$ cat config.mk
export PLATFORM = sky130hd
export DESIGN_NAME = nec_ir_frame_decoder
export DESIGN_NICKNAME = d
export VERILOG_FILES = /design/src/design/necir_pkg.sv /design/src/design/necir_front.sv /design/src/design/necir_queue.sv /design/src/design/necir_back.sv /design/src/design/nec_ir_frame_decoder.sv
export SDC_FILE = /design/constraint.sdc
export NUM_CORES = 1
export LEC_CHECK = 0
export BUFFER_PORTS_ARGS = -buffer_cell sky130_fd_sc_hd__buf_2
export CAP_MARGIN = 20
export CORE_MARGIN = 2
export CORE_UTILIZATION = 65
export CTS_CLUSTER_SIZE = 8
export DETAILED_ROUTE_END_ITERATION = 16
export PLACE_DENSITY = 0.83
export SLEW_MARGIN = 20
export SYNTH_ARGS = -nofsm -noshare
export SYNTH_HDL_FRONTEND = slang
export SYNTH_SLANG_ARGS = --single-unit
export TNS_END_PERCENT = 100
$ cat constraint.sdc
create_clock -name clk -period 16.7 [get_ports clk]
set_input_delay 3.34 -clock clk [delete_from_list [all_inputs] [get_ports clk]]
set_output_delay 3.34 -clock clk [all_outputs]
set_load 0.02 [all_outputs]
$ cat src/design/necir_pkg.sv
package necir_pkg;

    localparam int TIME_W      = 32;
    localparam int STEP_W      = 6;
    localparam int CFG_IDX_W   = 8;
    localparam int CFG_DATA_W  = 20;
    localparam int QUEUE_DEPTH = 4;
    localparam int QUEUE_AW    = $clog2(QUEUE_DEPTH);
    localparam int QUEUE_CW    = $clog2(QUEUE_DEPTH + 1);

    localparam logic [TIME_W-1:0]     SPARE_MARGIN_US = 32'd5000;
    localparam logic [CFG_DATA_W-1:0] AUTO_END_RESET  = 20'd125000;
    localparam logic                  IDLE_RESET      = 1'b1;

    typedef enum logic [CFG_IDX_W-1:0] {
        REG_IDLE_LEVEL = 8'd0,
        REG_AUTO_END   = 8'd1
    } reg_idx_t;

    typedef enum logic [2:0] {
        CLS_INVALID,
        CLS_ZERO,
        CLS_ONE,
        CLS_START,
        CLS_REPEAT,
        CLS_END
    } cls_t;

    typedef enum logic {
        KIND_NEW = 1'b0,
        KIND_END = 1'b1
    } kind_t;

    // One event handed from the front to the back
    typedef struct packed {
        logic              tick;
        cls_t              cls;
        logic [TIME_W-1:0] now;
    } evt_t;

    typedef struct packed {
        logic not_empty;
        logic full;
    } q_status_t;

    // a is after b when (a - b) mod 2^32 lies in 1 .. 2^31-1
    function automatic logic is_after(input logic [TIME_W-1:0] a, input logic [TIME_W-1:0] b);
        logic [TIME_W-1:0] d;
        begin
            d = a - b;
            is_after = (d != '0) && !d[TIME_W-1];
        end
    endfunction

endpackage

$ cat src/design/necir_front.sv
module necir_front (
    input  logic                             clk,
    input  logic                             rst_n,
    input  logic                             idle_level,
    input  logic                             in_valid,
    output logic                             in_ready,
    input  logic                             in_tick,
    input  logic                             in_rising,
    input  logic [necir_pkg::TIME_W-1:0]     in_time,
    input  necir_pkg::q_status_t             q_stat,
    output logic                             push,
    output necir_pkg::evt_t                  push_evt
);
    import necir_pkg::*;

    logic              pulse_open_reg,  pulse_open_next;
    logic [TIME_W-1:0] pulse_begin_reg, pulse_begin_next;
    logic              prior_valid_reg, prior_valid_next;
    logic [TIME_W-1:0] prior_end_reg,   prior_end_next;
    logic [TIME_W-1:0] prior_len_reg,   prior_len_next;

    logic              fire;
    logic [TIME_W-1:0] space;

    function automatic cls_t classify(input logic [TIME_W-1:0] mark,
                                      input logic [TIME_W-1:0] gap);
        cls_t c;
        begin
            c = CLS_INVALID;
            if (mark > 32'd500 && mark < 32'd650) begin
                if (gap > 32'd500 && gap < 32'd650)
                    c = CLS_ZERO;
                else if (gap > 32'd1600 && gap < 32'd1750)
                    c = CLS_ONE;
                else if (gap >= 32'd1750)
                    c = CLS_END;
            end
            else if (mark > 32'd8000 && mark < 32'd10000) begin
                if (gap > 32'd2000 && gap < 32'd2500)
                    c = CLS_REPEAT;
                else if (gap > 32'd4000 && gap < 32'd5000)
                    c = CLS_START;
            end
            classify = c;
        end
    endfunction

    assign in_ready = !q_stat.full;
    assign fire     = in_valid && in_ready;

    // Space between the prior pulse's end and the start of the pulse now closing
    assign space = pulse_begin_reg - prior_end_reg;

    always_comb
    begin
        pulse_open_next  = pulse_open_reg;
        pulse_begin_next = pulse_begin_reg;
        prior_valid_next = prior_valid_reg;
        prior_end_next   = prior_end_reg;
        prior_len_next   = prior_len_reg;
        push             = 1'b0;
        push_evt.tick    = in_tick;
        push_evt.cls     = classify(prior_len_reg, space);
        push_evt.now     = in_time;
        if (fire) begin
            if (in_tick) begin
                push = 1'b1;
            end
            else if (!pulse_open_reg) begin
                if (in_rising != idle_level) begin
                    pulse_open_next  = 1'b1;
                    pulse_begin_next = in_time;
                end
            end
            else begin
                // close the pulse; classify the one before it
                pulse_open_next  = 1'b0;
                push             = prior_valid_reg;
                prior_valid_next = 1'b1;
                prior_end_next   = in_time;
                prior_len_next   = in_time - pulse_begin_reg;
            end
        end
    end

    always_ff @(posedge clk or negedge rst_n)
    begin
        if (!rst_n) begin
            pulse_open_reg  <= 1'b0;
            pulse_begin_reg <= '0;
            prior_valid_reg <= 1'b0;
            prior_end_reg   <= '0;
            prior_len_reg   <= '0;
        end
        else begin
            pulse_open_reg  <= pulse_open_next;
            pulse_begin_reg <= pulse_begin_next;
            prior_valid_reg <= prior_valid_next;
            prior_end_reg   <= prior_end_next;
            prior_len_reg   <= prior_len_next;
        end
    end

    a_push_on_beat: assert property (@(posedge clk) disable iff (!rst_n)
        push |-> (in_valid && !q_stat.full))
        else $error("front pushed without an accepted beat");

endmodule

$ cat src/design/necir_queue.sv
module necir_queue (
    input  logic                 clk,
    input  logic                 rst_n,
    input  logic                 push,
    input  necir_pkg::evt_t      push_evt,
    input  logic                 pop,
    output necir_pkg::q_status_t stat,
    output necir_pkg::evt_t      head_evt
);
    import necir_pkg::*;

    evt_t                entry_reg [QUEUE_DEPTH];
    logic [QUEUE_AW-1:0] wr_ptr_reg, wr_ptr_next;
    logic [QUEUE_AW-1:0] rd_ptr_reg, rd_ptr_next;
    logic [QUEUE_CW-1:0] count_reg,  count_next;

    assign stat.not_empty = (count_reg != '0);
    assign stat.full      = (count_reg == QUEUE_CW'(QUEUE_DEPTH));
    assign head_evt       = entry_reg[rd_ptr_reg];

    always_comb
    begin
        wr_ptr_next = wr_ptr_reg;
        rd_ptr_next = rd_ptr_reg;
        count_next  = count_reg;
        if (push)
            wr_ptr_next = wr_ptr_reg + 1'b1;
        if (pop)
            rd_ptr_next = rd_ptr_reg + 1'b1;
        if (push && !pop)
            count_next = count_reg + 1'b1;
        else if (pop && !push)
            count_next = count_reg - 1'b1;
    end

    always_ff @(posedge clk or negedge rst_n)
    begin
        if (!rst_n) begin
            wr_ptr_reg <= '0;
            rd_ptr_reg <= '0;
            count_reg  <= '0;
        end
        else begin
            wr_ptr_reg <= wr_ptr_next;
            rd_ptr_reg <= rd_ptr_next;
            count_reg  <= count_next;
        end
    end

    always_ff @(posedge clk)
    begin
        if (push)
            entry_reg[wr_ptr_reg] <= push_evt;
    end

    a_count_bound: assert property (@(posedge clk) disable iff (!rst_n)
        (count_reg <= QUEUE_CW'(QUEUE_DEPTH)) && !(push && stat.full) && !(pop && !stat.not_empty))
        else $error("event queue overflow or underflow");

endmodule

$ cat src/design/necir_back.sv
module necir_back (
    input  logic                                 clk,
    input  logic                                 rst_n,
    input  logic [necir_pkg::CFG_DATA_W-1:0]     auto_end,
    input  logic [necir_pkg::TIME_W-1:0]         spare_delay,
    input  necir_pkg::q_status_t                 q_stat,
    input  necir_pkg::evt_t                      q_evt,
    output logic                                 pop,
    output logic                                 out_valid,
    input  logic                                 out_ready,
    output logic                                 out_kind,
    output logic [7:0]                           out_address,
    output logic [7:0]                           out_code
);
    import necir_pkg::*;

    logic [31:0]       frame_bits_reg,   frame_bits_next;
    logic [STEP_W-1:0] bit_step_reg,     bit_step_next;
    logic              expect_end_reg,   expect_end_next;
    logic              cancelled_reg,    cancelled_next;
    logic [TIME_W-1:0] grace_end_reg,    grace_end_next;
    logic              armed_reg,        armed_next;
    logic [TIME_W-1:0] deadline_reg,     deadline_next;
    logic              out_valid_reg,    out_valid_next;
    logic              out_kind_reg,     out_kind_next;
    logic [7:0]        out_address_reg,  out_address_next;
    logic [7:0]        out_code_reg,     out_code_next;

    logic              end_try;
    logic              can_end;
    logic              arm;
    logic              start_frame;
    logic              emit_new;
    logic [31:0]       bits_set;
    logic [STEP_W-1:0] step_inc;

    assign pop         = q_stat.not_empty && (!out_valid_reg || out_ready);
    assign out_valid   = out_valid_reg;
    assign out_kind    = out_kind_reg;
    assign out_address = out_address_reg;
    assign out_code    = out_code_reg;

    assign can_end  = !cancelled_reg && is_after(q_evt.now, grace_end_reg);
    // wrap from 63 back to 62 so the step parity keeps alternating
    assign step_inc = (bit_step_reg == '1) ? STEP_W'(62) : bit_step_reg + 1'b1;
    assign bits_set = frame_bits_reg | (32'd1 << bit_step_reg[4:0]);

    always_comb
    begin
        frame_bits_next   = frame_bits_reg;
        bit_step_next     = bit_step_reg;
        expect_end_next   = expect_end_reg;
        cancelled_next    = cancelled_reg;
        grace_end_next    = grace_end_reg;
        armed_next        = armed_reg;
        deadline_next     = deadline_reg;
        out_valid_next    = out_valid_reg;
        out_kind_next     = out_kind_reg;
        out_address_next  = out_address_reg;
        out_code_next     = out_code_reg;
        end_try           = 1'b0;
        arm               = 1'b0;
        start_frame       = 1'b0;
        emit_new          = 1'b0;

        if (out_ready)
            out_valid_next = 1'b0;

        if (pop) begin
            out_valid_next = 1'b0;
            if (q_evt.tick) begin
                if (armed_reg && !is_after(deadline_reg, q_evt.now)) begin
                    armed_next = 1'b0;
                    end_try    = 1'b1;
                end
            end
            else if (cancelled_reg) begin
                start_frame = (q_evt.cls == CLS_START);
            end
            else begin
                case (q_evt.cls)
                    CLS_START:
                    begin
                        end_try     = 1'b1;
                        start_frame = 1'b1;
                    end
                    CLS_END:
                    begin
                        if (!expect_end_reg)
                            end_try = 1'b1;
                        else begin
                            expect_end_next = 1'b0;
                            bit_step_next   = step_inc;
                        end
                    end
                    CLS_ONE, CLS_ZERO:
                    begin
                        if (bit_step_reg > STEP_W'(31))
                            end_try = 1'b1;
                        else begin
                            if (q_evt.cls == CLS_ONE)
                                frame_bits_next = bits_set;
                            bit_step_next = step_inc;
                            if (bit_step_reg == STEP_W'(31)) begin
                                expect_end_next = 1'b1;
                                emit_new = (frame_bits_next[7:0] == ~frame_bits_next[15:8])
                                        && (frame_bits_next[23:16] == ~frame_bits_next[31:24]);
                            end
                        end
                    end
                    CLS_REPEAT:
                    begin
                        if (bit_step_reg > STEP_W'(32) && bit_step_reg[0]) begin
                            expect_end_next = 1'b1;
                            arm             = 1'b1;
                            bit_step_next   = step_inc;
                        end
                        else
                            end_try = 1'b1;
                    end
                    default:
                        end_try = 1'b1;
                endcase
            end

            if (emit_new) begin
                out_valid_next   = 1'b1;
                out_kind_next    = KIND_NEW;
                out_address_next = frame_bits_next[7:0];
                out_code_next    = frame_bits_next[23:16];
            end
            if (end_try && can_end) begin
                cancelled_next   = 1'b1;
                armed_next       = 1'b0;
                out_valid_next   = 1'b1;
                out_kind_next    = KIND_END;
                out_address_next = '0;
                out_code_next    = '0;
            end
            if (start_frame) begin
                frame_bits_next = '0;
                bit_step_next   = '0;
                expect_end_next = 1'b0;
                cancelled_next  = 1'b0;
            end
            if (arm || start_frame) begin
                grace_end_next = q_evt.now + spare_delay;
                deadline_next  = q_evt.now + TIME_W'(auto_end);
                armed_next     = 1'b1;
            end
        end
    end

    always_ff @(posedge clk or negedge rst_n)
    begin
        if (!rst_n) begin
            frame_bits_reg   <= '0;
            bit_step_reg     <= '0;
            expect_end_reg   <= 1'b0;
            cancelled_reg    <= 1'b1;
            grace_end_reg    <= '0;
            armed_reg        <= 1'b0;
            deadline_reg     <= '0;
            out_valid_reg    <= 1'b0;
            out_kind_reg     <= KIND_NEW;
            out_address_reg  <= '0;
            out_code_reg     <= '0;
        end
        else begin
            frame_bits_reg   <= frame_bits_next;
            bit_step_reg     <= bit_step_next;
            expect_end_reg   <= expect_end_next;
            cancelled_reg    <= cancelled_next;
            grace_end_reg    <= grace_end_next;
            armed_reg        <= armed_next;
            deadline_reg     <= deadline_next;
            out_valid_reg    <= out_valid_next;
            out_kind_reg     <= out_kind_next;
            out_address_reg  <= out_address_next;
            out_code_reg     <= out_code_next;
        end
    end

    a_end_cancels: assert property (@(posedge clk) disable iff (!rst_n)
        (pop && end_try && can_end && !start_frame) |=> cancelled_reg)
        else $error("end result left the frame active");

    a_expect_end_step: assert property (@(posedge clk) disable iff (!rst_n)
        expect_end_reg |-> (bit_step_reg >= STEP_W'(32)))
        else $error("end mark expected before the frame was complete");

    a_new_only_active: assert property (@(posedge clk) disable iff (!rst_n)
        (pop && emit_new) |-> !cancelled_reg)
        else $error("new command reported on a cancelled frame");

endmodule

$ cat src/design/nec_ir_frame_decoder.sv
// NEC IR frame decoder: edge/tick events in, command and command-end beats out.
// m_tvalid is registered: the event queue stores the causing beat, and the frame unit
// pops it into the output register when nothing is queued ahead and it is free.
// Throughput: one event per cycle; s_tready drops only while the event queue is full,
// and the frame unit drains one queued event a cycle while its output register is free.
// Reset (rst_n low, asynchronous): idle_level 1, auto_end_us 125000, no frame active.
module nec_ir_frame_decoder (
    input  logic                                  clk,
    input  logic                                  rst_n,
    input  logic                                  s_tvalid,
    output logic                                  s_tready,
    input  logic [39:0]                           s_tdata,   // rising, time_us, zero pad
    input  logic                                  s_tuser,   // tick
    output logic                                  m_tvalid,
    input  logic                                  m_tready,
    output logic [15:0]                           m_tdata,   // address, code
    output logic                                  m_tuser,   // kind
    input  logic                                  cfg_valid,
    output logic                                  cfg_ready,
    input  logic [necir_pkg::CFG_IDX_W-1:0]       cfg_index,
    input  logic [necir_pkg::CFG_DATA_W-1:0]      cfg_data
);
    import necir_pkg::*;

    logic                  idle_level_reg;
    logic [CFG_DATA_W-1:0] auto_end_reg;
    logic [TIME_W-1:0]     spare_delay_reg;

    logic      push;
    evt_t      push_evt;
    logic      pop;
    q_status_t q_stat;
    evt_t      head_evt;
    logic [7:0] address;
    logic [7:0] code;

    assign cfg_ready = 1'b1;

    always_ff @(posedge clk or negedge rst_n)
    begin
        if (!rst_n) begin
            idle_level_reg  <= IDLE_RESET;
            auto_end_reg    <= AUTO_END_RESET;
            spare_delay_reg <= TIME_W'(AUTO_END_RESET) - SPARE_MARGIN_US;
        end
        else if (cfg_valid) begin
            case (cfg_index)
                REG_IDLE_LEVEL:
                    idle_level_reg <= cfg_data[0];
                REG_AUTO_END:
                begin
                    auto_end_reg    <= cfg_data;
                    spare_delay_reg <= TIME_W'(cfg_data) - SPARE_MARGIN_US;
                end
                default:
                    idle_level_reg <= idle_level_reg;
            endcase
        end
    end

    necir_front u_front (
        .clk        (clk),
        .rst_n      (rst_n),
        .idle_level (idle_level_reg),
        .in_valid   (s_tvalid),
        .in_ready   (s_tready),
        .in_tick    (s_tuser),
        .in_rising  (s_tdata[0]),
        .in_time    (s_tdata[32:1]),
        .q_stat     (q_stat),
        .push       (push),
        .push_evt   (push_evt)
    );

    necir_queue u_queue (
        .clk      (clk),
        .rst_n    (rst_n),
        .push     (push),
        .push_evt (push_evt),
        .pop      (pop),
        .stat     (q_stat),
        .head_evt (head_evt)
    );

    necir_back u_back (
        .clk         (clk),
        .rst_n       (rst_n),
        .auto_end    (auto_end_reg),
        .spare_delay (spare_delay_reg),
        .q_stat      (q_stat),
        .q_evt       (head_evt),
        .pop         (pop),
        .out_valid   (m_tvalid),
        .out_ready   (m_tready),
        .out_kind    (m_tuser),
        .out_address (address),
        .out_code    (code)
    );

    assign m_tdata = {code, address};

endmodule
==> results by group <==
Route
  – DRT iter0 DRCs: 1,872
  – Met3 Routed Length: 3770 um
  – 1st-pass router iterations: 6
  – DRT Wirelength: 66,500 um
  – Via/cell ratio: 6.33
  – WL met2: 32,300 um
  – Number of remaining DRC errors: 0
  – WL/cell: 20.0 um
  – Metal-1 WL: 28,400 um
  – ANT nets after route: 0
  – Vias: 21,004
  – Highest metal used: met4

Floorplan
  – # IOs: 94
  – Die width: 205 um
  – Total core area: 39,700 um^2
  – DIE HEIGHT: 205 um
  – Row Count: 73
  – Initial core utilization: 65.8%
  – Full die area: 41,800 um^2

Yosys
  – Synth cell types: 93
  – Post-synthesis sequential area ratio: 41.9%
  – Post-synthesis net count: 2,942
  – Count of flip-flops with a built-in enable after synthesis: 144
  – Synth Instances: 2,679
  – Yosys reg bits: 408
  – Area contributors post-synth: dfrtp_1 (24%), edfxtp_1 (17%), ha_1 (8.8%)
  – Synth top area share: 23.7%
  – Ys async rst share: 64.7%
  – Syn Area/Cell: 9.76 um^2
  – Post-synth top area cell: dfrtp_1
  – Synthesis Warnings: 0
  – Top_reg_cell synth: dfrtp_1
  – Post-Syn Area: 26,100 um^2

GRT
  – Overflow left after global routing: 0
  – Vias in the first global route: 21,040
  – Antenna violations before repair: 1
  – First-pass GRT wire length: 107,000 um
  – Largest net degree at the start of global routing: 137
  – GRT Resource Usage Total: 32.2%

Final layout
  – Final Util: 72.4%
  – Layout area overhead: 9.98%
  – Most common cell after layout, fill and taps aside: dfrtp_1
  – Ratio of cells with drive above 1 in the final layout: 12.8%
  – Most frequent cells in the layout: dfrtp_1 (247), nand2_1 (234), a21oi_1 (218)
  – Nets@finish: 3,022
  – Max reg flops: 144

Clocking
  – Postcts setup bufs: 0
  – Cts hold-fix bufs: 0
  – CTS resizes: 0
  – Cts bufs inserted: 57
  – CTS sink count: 408
  – TritonCTS clock tree: yes
  – CTS max path bufs: 3
  – CTS H-Tree Depth: 2
  – Root buf cell: clkbuf_16
  – Reg clk slew, reported paths: 0.05 ns
  – Clk_lat worst skew: 0.62 ns

Worst setup path
  – CP endpoint kind: register
  – Crit-path max FO: 5
  – Worst Path Required: 17.21 ns
  – Critical path type: in2reg
  – Reg-to-reg slack, setup: 10.51 ns
  – Crit path launch type: input port
  – Crit path DAT: 6.95 ns

Timing
  – Max transition margin: 26.0%
  – Final Max Tran Viols: 0
  – Tmin final: 6.44 ns
  – Max Fclk: 155 MHz
  – Final Hold Vio Count: 0
  – Period utilization: 38.5%
  – Final setup fails: 0
  – Worst Max-Slew Pin Slew: 1.10 ns
  – Total negative slack: 0 ns
  – RSZ-0062 raised after global routing: false
  – Max Clock Skew: 0.0221 ns

Hold path
  – HP Class: reg2reg

Pwr
  – Pwr Total: 6.38 mW
  – Leakage: 12.6 nW
  – Pwr dens: 222 nW/um^2
  – Maximum vdd drop: 131 uV

Run status
  – Outcome: complete, no violations

Placed design
  – Hpwl dp: 47,600 um
  – Routability cong.: 0.951
  – Port Buf Inserts: 85

Job
  – MaxCap Viol Count: 0
[report_power, final]
part | internal (mW) | total (mW) | leakage (nW) | switching [mW]
sequential | 1.31 | 1.49 | 4.64 | 0.185
combinational | 1.49 | 3.81 | 7.15 | 2.31
clock | 0.647 | 1.08 | 0.787 | 0.434
total | 3.45 | 6.38 | 12.6 | 2.93
[kinds of logic after synthesis]
family                     share of synthesized area (%)
buffers and inverters                               4.00
other                                             0.0143
adders and majority gates                           9.19
and+or+nand+nor                                     14.9
DFF                                                 41.9
AOI/OAI and AO/OA                                   17.6
muxes                                               7.32
xor gates and xnor gates                            5.09
[layout make-up]
cell class / instances / area, um^2
antenna: 2 / 5.00
clock buffer: 88 / 1550
clock inverter: 4 / 98.8
fill: 2873 / 11000
inverter: 192 / 721
multi-input combinational: 2001 / 14200
sequential: 408 / 11000
tap: 525 / 657
timing repair buffer: 99 / 586
[critical path, cell delays in order]
cell       delay (ns)
buf_2            0.12
inv_1            0.08
ha_1             0.23
fa_1             0.40
nor2b_1          0.15
o31ai_1          0.11
a21oi_1          0.24
o211ai_1         0.15
a21oi_1          0.27
o2111ai_1        0.29
a31oi_1          0.39
a41oi_1          0.25
a2111oi_0        0.51
nor2_1           0.10
xor2_1           0.15
o21ai_0          0.16
[Yosys cell counts (30+ instances only)]
cell / number
a31oi_1: 37
nor2_1: 184
dfrtp_1: 248
nand2b_1: 35
nor3_1: 62
and2_1: 42
a21o_1: 53
ha_1: 184
nand3_1: 45
xor2_1: 64
mux4_2: 35
nor2b_1: 30
clkbuf_1: 58
edfxtp_1: 144
xnor2_1: 88
a21oi_1: 218
o21ai_0: 203
inv_1: 191
mux2_2: 92
nand2_1: 235
[path summary, 6_finish.rpt]
| path | start | end | cells after the start |
|---|---|---|---|
| setup / recovery | s_tdata[1] | u_front.prior_len_reg[30] | 16 |
| hold reg to reg | u_front.prior_valid_reg | u_front.prior_valid_reg | 1 |
| hold / removal | u_front.prior_valid_reg | u_front.prior_valid_reg | 1 |
| setup reg to reg | u_queue.rd_ptr_reg[0] | u_back.armed_reg | 17 |
| max in group asynchronous | rst_n | u_front.pulse_begin_reg[4] | 2 |
| min in group asynchronous | rst_n | u_back.out_code[4] | 1 |
[metal layers]
metal	global-route usage, %	up-vias
li1	-	9916
met1	42.3	10149
met2	54.8	775
met3	4.52	164
met4	10.7	0
met5	0	-
[stage by stage]
step                setup WS [ns]  cells  cell area, um^2  hold WS, ns
floorplan                   10.65   2679            26100        0.435
global placement             9.92   3223            27000        0.451
detailed placement           9.82   3223            27000        0.459
CTS                         10.47   3315            28700        0.470
global route                10.06   3318            28800        0.499
finish                      10.26   3319            28800        0.463
(Power assumes the default switching activity.)
